--- src/design/ctp_pkg.sv ---
// Shared constants, opcodes and types for the countdown timer pool.
package ctp_pkg;

    localparam logic [15:0] FREE_MARK   = 16'hFFFF;
    localparam logic [6:0]  FIRST_ALLOC = 7'd2;
    localparam logic [15:0] TPS_RESET   = 16'd1000;
    localparam logic [0:0]  REG_TPS     = 1'b0;

    localparam logic [2:0] OP_TICK  = 3'd0;
    localparam logic [2:0] OP_START = 3'd1;
    localparam logic [2:0] OP_STOP  = 3'd2;
    localparam logic [2:0] OP_READ  = 3'd3;
    localparam logic [2:0] OP_ARM   = 3'd4;

    typedef struct packed {
        logic [2:0]  op;
        logic [15:0] delay;
        logic [5:0]  slot_id;
        logic        found;
    } t_scan_ctl;

    typedef struct packed {
        logic alloc;
        logic read_hit;
    } t_scan_res;

    function automatic logic [15:0] clamp_delay(input logic [15:0] d);
        logic [15:0] v;
        v = (d == FREE_MARK) ? (FREE_MARK - 16'd1) : d;
        return v;
    endfunction

endpackage

--- src/design/ctp_cell.sv ---
// One slot cell of the rotating chain; it takes its neighbor's count on each scan step.
module ctp_cell (
    input  logic        i_clk,
    input  logic        i_rst_n,
    input  logic        i_shift,
    input  logic [15:0] i_count,
    output logic [15:0] o_count
);

    logic [15:0] r_count;
    logic [15:0] n_count;

    always_comb begin
        n_count = i_shift ? i_count : r_count;
    end

    always_ff @(posedge i_clk) begin
        if (!i_rst_n) begin
            r_count <= ctp_pkg::FREE_MARK;
        end else begin
            r_count <= n_count;
        end
    end

    assign o_count = r_count;

endmodule

--- src/design/ctp_head.sv ---
// Update logic applied to the slot at the head of the chain during a scan.
module ctp_head #(
    parameter int IDX_W = 3
) (
    input  logic [IDX_W-1:0]    i_idx,
    input  ctp_pkg::t_scan_ctl  i_ctl,
    input  logic [15:0]         i_count,
    output logic [15:0]         o_count,
    output ctp_pkg::t_scan_res  o_res
);

    logic [6:0] idx7;
    logic       id_match;

    always_comb begin
        idx7     = 7'(i_idx);
        id_match = (7'(i_ctl.slot_id) == idx7);
        o_count  = i_count;
        o_res    = '0;
        case (i_ctl.op)
            ctp_pkg::OP_TICK: begin
                if (i_count != 16'd0 && i_count != ctp_pkg::FREE_MARK) begin
                    o_count = i_count - 16'd1;
                end
            end
            ctp_pkg::OP_START: begin
                if (!i_ctl.found && idx7 >= ctp_pkg::FIRST_ALLOC &&
                    i_count == ctp_pkg::FREE_MARK) begin
                    o_count     = ctp_pkg::clamp_delay(i_ctl.delay);
                    o_res.alloc = 1'b1;
                end
            end
            ctp_pkg::OP_STOP: begin
                if (id_match && idx7 >= ctp_pkg::FIRST_ALLOC) begin
                    o_count = ctp_pkg::FREE_MARK;
                end
            end
            ctp_pkg::OP_READ: begin
                o_res.read_hit = id_match;
            end
            ctp_pkg::OP_ARM: begin
                if (idx7 == 7'd0) begin
                    o_count = ctp_pkg::clamp_delay(i_ctl.delay);
                end
            end
            default: begin
                o_count = i_count;
            end
        endcase
    end

endmodule

--- src/design/countdown_timer_pool_core.sv ---
// Top level of the countdown timer pool: slot chain, scan control, totals and APB register.
// Each word is accepted only while the block is idle, and its scan takes one step per slot as the
// slot chain rotates once past the head update logic; the result is registered at the last step,
// which waits while a previous result is still unaccepted, and a new word is accepted only after
// the scan of the last one has finished.
// Synchronous active-low reset frees every slot, clears the totals and loads 1000 ticks/second.
module countdown_timer_pool_core #(
    parameter int SLOT_COUNT = 8
) (
    input  logic        i_clk,
    input  logic        i_rst_n,
    input  logic        i_in_valid,
    output logic        o_in_ready,
    input  logic [2:0]  i_opcode,
    input  logic [15:0] i_delay,
    input  logic [5:0]  i_slot_id,
    output logic        o_out_valid,
    input  logic        i_out_ready,
    output logic [6:0]  o_slot_result,
    output logic [15:0] o_count_value,
    output logic [31:0] o_seconds_total,
    output logic [31:0] o_ticks_total,
    input  logic        psel,
    input  logic        penable,
    input  logic        pwrite,
    input  logic [2:0]  paddr,
    input  logic [31:0] pwdata,
    output logic [31:0] prdata,
    output logic        pready
);

    localparam int IDX_W = (SLOT_COUNT > 1) ? $clog2(SLOT_COUNT) : 1;
    localparam logic [IDX_W-1:0] LAST_IDX = IDX_W'(SLOT_COUNT - 1);

    logic [15:0] w_count [SLOT_COUNT];
    logic [15:0] w_head_count;
    ctp_pkg::t_scan_ctl w_ctl;
    ctp_pkg::t_scan_res w_res;

    logic             r_busy;
    logic [IDX_W-1:0] r_idx;
    logic [2:0]       r_op;
    logic [15:0]      r_delay;
    logic [5:0]       r_slot_id;
    logic             r_found;
    logic [6:0]       r_slot_acc;
    logic [15:0]      r_count_acc;
    logic             r_out_valid;
    logic [6:0]       r_out_slot;
    logic [15:0]      r_out_count;
    logic [31:0]      r_out_secs;
    logic [31:0]      r_out_ticks;
    logic [15:0]      r_tps;
    logic [15:0]      r_sec_cd;
    logic [31:0]      r_secs;
    logic [31:0]      r_ticks;

    logic        w_last;
    logic        w_step;
    logic        w_fire;
    logic [6:0]  n_slot_acc;
    logic [15:0] n_count_acc;

    assign w_ctl.op      = r_op;
    assign w_ctl.delay   = r_delay;
    assign w_ctl.slot_id = r_slot_id;
    assign w_ctl.found   = r_found;

    ctp_head #(
        .IDX_W (IDX_W)
    ) u_head (
        .i_idx   (r_idx),
        .i_ctl   (w_ctl),
        .i_count (w_count[0]),
        .o_count (w_head_count),
        .o_res   (w_res)
    );

    for (genvar g = 0; g < SLOT_COUNT; g++) begin : g_cell
        if (g == SLOT_COUNT - 1) begin : g_tail
            ctp_cell u_cell (
                .i_clk   (i_clk),
                .i_rst_n (i_rst_n),
                .i_shift (w_step),
                .i_count (w_head_count),
                .o_count (w_count[g])
            );
        end else begin : g_body
            ctp_cell u_cell (
                .i_clk   (i_clk),
                .i_rst_n (i_rst_n),
                .i_shift (w_step),
                .i_count (w_count[g+1]),
                .o_count (w_count[g])
            );
        end
    end

    assign w_last = (r_idx == LAST_IDX);
    assign w_step = r_busy && (!w_last || !r_out_valid || i_out_ready);
    assign w_fire = i_in_valid && !r_busy;

    always_comb begin
        n_slot_acc  = w_res.alloc ? 7'(r_idx) : r_slot_acc;
        n_count_acc = w_res.read_hit ? w_count[0] : r_count_acc;
    end

    always_ff @(posedge i_clk) begin
        if (!i_rst_n) begin
            r_busy      <= 1'b0;
            r_idx       <= '0;
            r_found     <= 1'b0;
            r_out_valid <= 1'b0;
            r_tps       <= ctp_pkg::TPS_RESET;
            r_sec_cd    <= ctp_pkg::TPS_RESET;
            r_secs      <= '0;
            r_ticks     <= '0;
        end else begin
            if (psel && penable && pwrite && paddr[2] == ctp_pkg::REG_TPS) begin
                r_tps <= pwdata[15:0];
            end
            if (w_fire) begin
                r_busy  <= 1'b1;
                r_idx   <= '0;
                r_found <= 1'b0;
                if (i_opcode == ctp_pkg::OP_TICK) begin
                    r_ticks <= r_ticks + 32'd1;
                    if (r_sec_cd <= 16'd1) begin
                        r_secs   <= r_secs + 32'd1;
                        r_sec_cd <= r_tps;
                    end else begin
                        r_sec_cd <= r_sec_cd - 16'd1;
                    end
                end
            end else if (w_step) begin
                if (w_res.alloc) begin
                    r_found <= 1'b1;
                end
                if (w_last) begin
                    r_busy <= 1'b0;
                    r_idx  <= '0;
                end else begin
                    r_idx <= r_idx + IDX_W'(1);
                end
            end
            if (w_step && w_last) begin
                r_out_valid <= 1'b1;
            end else if (i_out_ready) begin
                r_out_valid <= 1'b0;
            end
        end
    end

    always_ff @(posedge i_clk) begin
        if (w_fire) begin
            r_op        <= i_opcode;
            r_delay     <= i_delay;
            r_slot_id   <= i_slot_id;
            r_slot_acc  <= (i_opcode == ctp_pkg::OP_START) ? 7'(SLOT_COUNT) : 7'd0;
            r_count_acc <= '0;
        end else if (w_step) begin
            r_slot_acc  <= n_slot_acc;
            r_count_acc <= n_count_acc;
        end
        if (w_step && w_last) begin
            r_out_slot  <= n_slot_acc;
            r_out_count <= n_count_acc;
            r_out_secs  <= r_secs;
            r_out_ticks <= r_ticks;
        end
    end

    assign o_in_ready      = !r_busy;
    assign o_out_valid     = r_out_valid;
    assign o_slot_result   = r_out_slot;
    assign o_count_value   = r_out_count;
    assign o_seconds_total = r_out_secs;
    assign o_ticks_total   = r_out_ticks;
    assign prdata          = (paddr[2] == ctp_pkg::REG_TPS) ? {16'd0, r_tps} : 32'd0;
    assign pready          = 1'b1;

endmodule
--- config.mk ---
export PLATFORM = sky130hd
export DESIGN_NAME = countdown_timer_pool_core
export DESIGN_NICKNAME = d
export VERILOG_FILES = /design/src/design/ctp_pkg.sv /design/src/design/ctp_cell.sv /design/src/design/ctp_head.sv /design/src/design/countdown_timer_pool_core.sv
export SDC_FILE = /design/constraint.sdc
export NUM_CORES = 1
export LEC_CHECK = 0
export BUFFER_PORTS_ARGS = -buffer_cell sky130_fd_sc_hd__clkbuf_2
export CORE_MARGIN = 5
export CORE_UTILIZATION = 45
export CTS_CLUSTER_SIZE = 24
export DETAILED_ROUTE_END_ITERATION = 8
export PLACE_DENSITY = 0.66
export SLEW_MARGIN = 15
export SYNTH_ARGS = -nofsm -noshare
export SYNTH_HDL_FRONTEND = slang
export SYNTH_SLANG_ARGS = --single-unit
export TNS_END_PERCENT = 10
--- constraint.sdc ---
create_clock -name i_clk -period 5.3 [get_ports i_clk]
set_input_delay 0 -clock i_clk [delete_from_list [all_inputs] [get_ports i_clk]]
set_output_delay 0 -clock i_clk [all_outputs]
set_load 0.01 [all_outputs]
---- After elaboration in Yosys (flattened, before gate mapping) ----
Index checks and enable logic that the tools add are counted.
storage, ports and cells
  output and inout port bits .............. 122
  input port bits ......................... 67
  bits in registers ....................... 365
  word-level logic and storage cells ...... 94
operators by class
  reduce and logical (&&, ||, !) cells .... 28
  mux-type cells .......................... 22
  eq/ne operators ......................... 10
  bitwise logic cells ..................... 2
  add/sub/neg operators ................... 5
  order comparisons ....................... 2
operators by type and width
  kind                     count
  $mux W16                 8
  $add A32 B1 Y32 const B  2
  $pmux W16 S4             1
  $eq A16 B16 Y1 const B   2
  $sub A16 B1 Y16 const B  2
  $mux W7                  3
  $le A16 B1 Y1 const B    1
  $ne A16 B16 Y1 const B   1
  $reduce_bool A16 Y1      1
  $logic_and A1 B1 Y1      10
  $logic_not A3 Y1         3
  $mux W1                  8
  $eq A3 B1 Y1 const B     2
  $eq A3 B2 Y1 const B     2
  $eq A3 B3 Y1 const B     2
  $eq A6 B3 Y1             1
  $reduce_and A2 Y1        3
  $reduce_bool A2 Y1       3
  $logic_not A1 Y1         4
  $mux W4                  1
  $add A3 B1 Y3 const B    1
  $ge A3 B2 Y1 const B     1
  $mux W3                  1
  $reduce_and A3 Y1        1
  other kinds (3)          5

---- Logic depth before layout (Yosys ltp) ----
  word-level depth ........................ 8
  mapped depth ............................ 9
  gate-level depth less buffers ........... 8

---- By module ----
From an unflattened synthesis, not the netlist that was laid out.
unflattened totals
  cells, all modules ...................... 1389
  area, all modules ....................... 15130.8 sq um
modules (own cells, without submodules)
  module                     sequential area each (sq um)  cells each  times used  area an instance (sq um)
  countdown_timer_pool_core  5935.7                        836         1           9545.4
  ctp_cell                   320.3                         52          8           580.6
  ctp_head                   0.0                           137         1           940.9

---- Least setup slack after synthesis ----
OpenSTA, ideal clock, no wires.
  kind .................................... register to register
  from .................................... reg r_idx[1]
  to ...................................... reg r_out_count[0], in the netlist o_count_value[0], enable pin
  stages on the path, launching flop included .. 5
  period minus slack after synthesis ...... 5.050 ns
  arrival time ............................ 4.513 ns
  data required time ...................... 4.763 ns
  path buffers ............................ 0
  path slack .............................. 0.250 ns
  library setup time ...................... 0.537 ns
  path through ............................ dfxtp_1 > ha_1 > ha_1 > nand2_1 > nor2_1
between the ends
  word-level cells in the longest chain between the ends .. 6
ends and longest elaborated chain
  what                             line                              text
  start: declaration               countdown_timer_pool_core.sv:41   logic [IDX_W-1:0] r_idx;
  start signal: assignment         countdown_timer_pool_core.sv:143  r_idx <= r_idx + IDX_W'(1);
  $eq A3 B3 Y1 *                   countdown_timer_pool_core.sv:99   assign w_last = (r_idx == LAST_IDX);
  $logic_not A1 Y1                 countdown_timer_pool_core.sv:100  assign w_step = r_busy && (!w_last || !r_out_valid || i_out_ready);
  $logic_or A1 B1 Y1 (2 in a row)  countdown_timer_pool_core.sv:100
  $logic_and A1 B1 Y1              countdown_timer_pool_core.sv:100
  $logic_and A1 B1 Y1 *            countdown_timer_pool_core.sv:165  if (w_step && w_last) begin
  end signal: assignment           countdown_timer_pool_core.sv:167  r_out_count <= n_count_acc;
  end: declaration                 countdown_timer_pool_core.sv:50   logic [15:0] r_out_count;
Mark *: on every way between the ends. The rest lies on a longest branch, timed or not.
A chain may end at the register's enable or synchronous reset.

---- Worst setup path in the final report ----
  from .................................... reg r_sec_cd[4]
  to ...................................... reg r_secs[31]
between the ends
  word-level cells in the longest chain between the ends .. 2
ends and longest elaborated chain
  what                         line                              text
  start: declaration           countdown_timer_pool_core.sv:54   logic [15:0] r_sec_cd;
  start signal: assignment     countdown_timer_pool_core.sv:115  r_sec_cd <= ctp_pkg::TPS_RESET;
  start signal: assignment     countdown_timer_pool_core.sv:130  r_sec_cd <= r_tps;
  start signal: assignment     countdown_timer_pool_core.sv:132  r_sec_cd <= r_sec_cd - 16'd1;
  $le A16 B1 Y1                countdown_timer_pool_core.sv:128  if (r_sec_cd <= 16'd1) begin
  $reduce_and A3 Y1 (no line)  n/a
  end signal: assignment       countdown_timer_pool_core.sv:129  r_secs <= r_secs + 32'd1;
  end: declaration             countdown_timer_pool_core.sv:55   logic [31:0] r_secs;
Every way passes these cells.

==> reports/qor.txt <==
R2R Setup Slk -> 2180 ps
Largest net degree at the start of global routing -> 158
Worst min path class -> input pin to register
Fmax -> 321 MHz
Top-count cell post-synth -> nand2_1
RSZ-0062 raised after global routing -> no
Design Area, Final -> 0.0176 mm²
Main synth FF type -> dfxtp_1
Mapped Area -> 0.0147 mm²
First-pass GRT wire length -> 54,100 µm
Gpl congestion -> 0.867
Startpoint Class -> register
Clock Skew -> 24.2 ps
Initial antenna violation count -> 0
Multiplexer area fraction after synthesis -> 0.0151
Slew of the pin with the lowest slew margin -> 1090 ps
Number of synthesized register bits -> 365
Number of max-cap violations -> 0
Overall routing resource usage -> 0.178
Compound-Gate Fraction of Synth Area -> 0.0759
CTS tree -> yes
Number of global-route vias before repair -> 10,524
Worst r2r path cells -> 6
Core Box Area -> 0.0325 mm²
Skew-Pair Late Insertion Delay -> 530 ps
Max incr delay on CP -> 690 ps
Avg Synthesized Cell Area -> 9.62 µm²
Via density -> 5.17
Worst Hold Path Cells -> 4
Core Rows -> 66
CP cell instances -> or4_4 > nor3_1 > nand4_1 > nor4_1 > xor2_1 > and2_1
Finished Layout Cells -> 2,168
Post-synthesis xor/xnor area fraction -> 0.0345
Required @ worst endpoint -> 5720 ps
Pwr dens -> 347 mW/mm²
Reg2reg start -> r_sec_cd[4]
Post-CTS Setup Bufs -> 0
Multi-input gate area -> 0.00574 mm²
DRC viols -> 0
Final setup vio count -> 0
Yosys warning total -> 0
Final period demand of the worst path -> 3120 ps
Slew Viols, Final -> 0
I/O Buffers -> 153
Die W -> 191 µm
DR vias -> 11,199
Share of cells above drive strength 1 -> 0.151
Hold endpoint -> r_tps[13]
Startpoint of the worst hold path -> penable
Top-area cell type share of the netlist area -> 0.334
Critical path type -> register to register
Crit path DAT -> 3540 ps
Tot Pwr -> 6.10 mW
Max-Slew Margin vs Limit -> 0.267
Final wirelength -> 33,000 µm
Tcrit/Tclk final -> 0.588
Main combinational cell family by area after synthesis -> simple AND/OR/NAND/NOR gates
Post-synthesis cell type count -> 64
Cell Area, Placed -> 0.0158 mm²
Worst setup EP type -> register
Crit-path slowest cell -> nor3_1
Number of routed nets with antenna violations -> 0
Starting Density -> 0.454
Async set-reset flop share out of synthesis -> 0
Clock Sinks -> 365
Mean routed wirelength per cell -> 15.2 µm
N_diodes -> 0
Max Root-Sink Buffers -> 3
Adder-Cell Fraction of Synth Area -> 0.00934
Post-Synthesis Cells -> 1,533
Clock transition at path regs -> 60 ps
Reg area -> 0.00850 mm²
Count of hold-fix buffers inserted at cts -> 51
Cell accounting for the most synthesized area -> dfxtp_1
Die ar. -> 0.0365 mm²
Root Buffer -> clkbuf_16
Post-synth top cells -> nand2_1 (358), dfxtp_1 (246), nand3_1 (145), edfxtp_1 (119), clkbuf_1 (82)
Sequential share of the synthesized area -> 0.576
Synth-to-layout area growth -> 19.2%
Fill count -> 2,887
RR Endpoint -> r_secs[31]
CTS Buf Count -> 39
Final #Nets -> 1,773
Simple-gate area share of the yosys netlist -> 0.248
Hold Vio Cnt, Final -> 0
VDD IR-drop max -> 0.203 mV
H-tree lvl count -> 2
Num ports -> 189
Synth top area cells -> dfxtp_1 (33%), edfxtp_1 (24%), nand2_1 (9.1%)
CTS-repair resized insts -> 0
Post-synth EDFFs -> 119
Worst-path fanout max -> 13
Congestion Overflow GR -> 0
Status -> complete, no violations
Leakage -> 6.94 nW
DP Wirelength -> 21,500 µm
Setup TNS -> 0 ps
DR pass1 iterations -> 6
Die Span Y -> 191 µm
DRT iter0 DRCs -> 752
DP Cell Count -> 2,044
==> cell type report <==
type | count | share of cell area
timing repair buffer | 212 | 0.0783
tap | 442 | 0.0315
multi-input combinational | 1045 | 0.326
inverter | 32 | 0.00683
clock inverter | 21 | 0.0104
sequential | 365 | 0.483
clock buffer | 51 | 0.0633
==> power by group <==
part           switching (mW)  leakage (nW)  internal, mW  total, mW
combinational           0.209          3.33         0.139      0.349
clock                    1.11         0.639          1.59       2.70
sequential             0.0744          2.97          2.98       3.05
==> worst max-delay path: cells and delay by family (launching register included) <==
kind,cells,cell delay (ps)
simple gates,5,2540
flops,1,350
xor+xnor,1,110
==> flip-flops by register name, summed over array words and instances (netlist names) <==
| name | flops |
|---|---|
| r_sec_cd | 16 |
| r_op | 3 |
| r_idx | 3 |
| o_out_valid | 1 |
| r_slot_acc | 7 |
| g_cell.g_body.u_cell.o_count | 112 |
| r_ticks | 32 |
| r_delay | 16 |
| o_slot_result | 7 |
| g_cell.g_tail.u_cell.o_count | 16 |
| r_slot_id | 6 |
| o_count_value | 16 |
| r_found | 1 |
| r_count_acc | 16 |
| o_ticks_total | 32 |
| r_tps | 16 |
| o_seconds_total | 32 |
| r_secs | 32 |
| r_busy | 1 |
==> placed cells by master (no fill, tap or decap), types with 24 or more instances in the layout <==
master,n
clkbuf_16,41
dlygate4sd3_1,51
inv_1,32
o21ai_0,49
nand2_1,357
clkbuf_2,152
nand3_1,145
nand4_1,24
edfxtp_1,119
and2_1,59
xnor2_1,31
nor2_1,32
xor2_1,27
nor3_1,40
a21oi_1,37
dfxtp_1,246
==> kinds of logic (layout without fill, tap and decap cells) <==
| logic type | after synthesis | after routing |
|---|---|---|
| muxes | 20 | 20 |
| AOI/OAI and AO/OA | 175 | 175 |
| xor gates and xnor gates | 58 | 58 |
| adders and majority gates | 11 | 11 |
| DFF | 365 | 365 |
| and+or+nand+nor | 764 | 764 |
| buffers and inverters | 138 | 316 |
| other | 2 | 17 |
==> how the worst max path moves through the flow <==
stage           startpoint                to  slack, ps  depth (start not counted)
2_1_floorplan     r_idx[1]  o_count_value[0]        250                          4
3_3_place_gp   r_sec_cd[4]        r_secs[31]       2290                          6
3_5_place_dp   r_sec_cd[4]        r_secs[31]       2220                          6
4_1_cts        r_sec_cd[4]        r_secs[31]       2200                          6
5_1_grt        r_sec_cd[4]        r_secs[27]       1990                          6
6_report       r_sec_cd[4]        r_secs[31]       2180                          6
==> metrics by stage <==
step	worst slack, ps	util	hold WS [ps]
final	2180	0.542	147
after global routing	1990	0.542	199
after CTS	2200	0.541	137
after detailed placement	2220	0.485	179
after global placement	2290	0.485	180
after floorplan	250	-	46.4
==> routing by layer <==
metal	GRT usage	part of all wire	up-vias
met2	0.289	0.46	283
li1	-	-	5608
met1	0.250	0.47	5258
met5	0	0	-
met4	0.0448	0.020	0
met3	0.0298	0.056	50
Note: power is estimated with default switching activity, not from simulation.
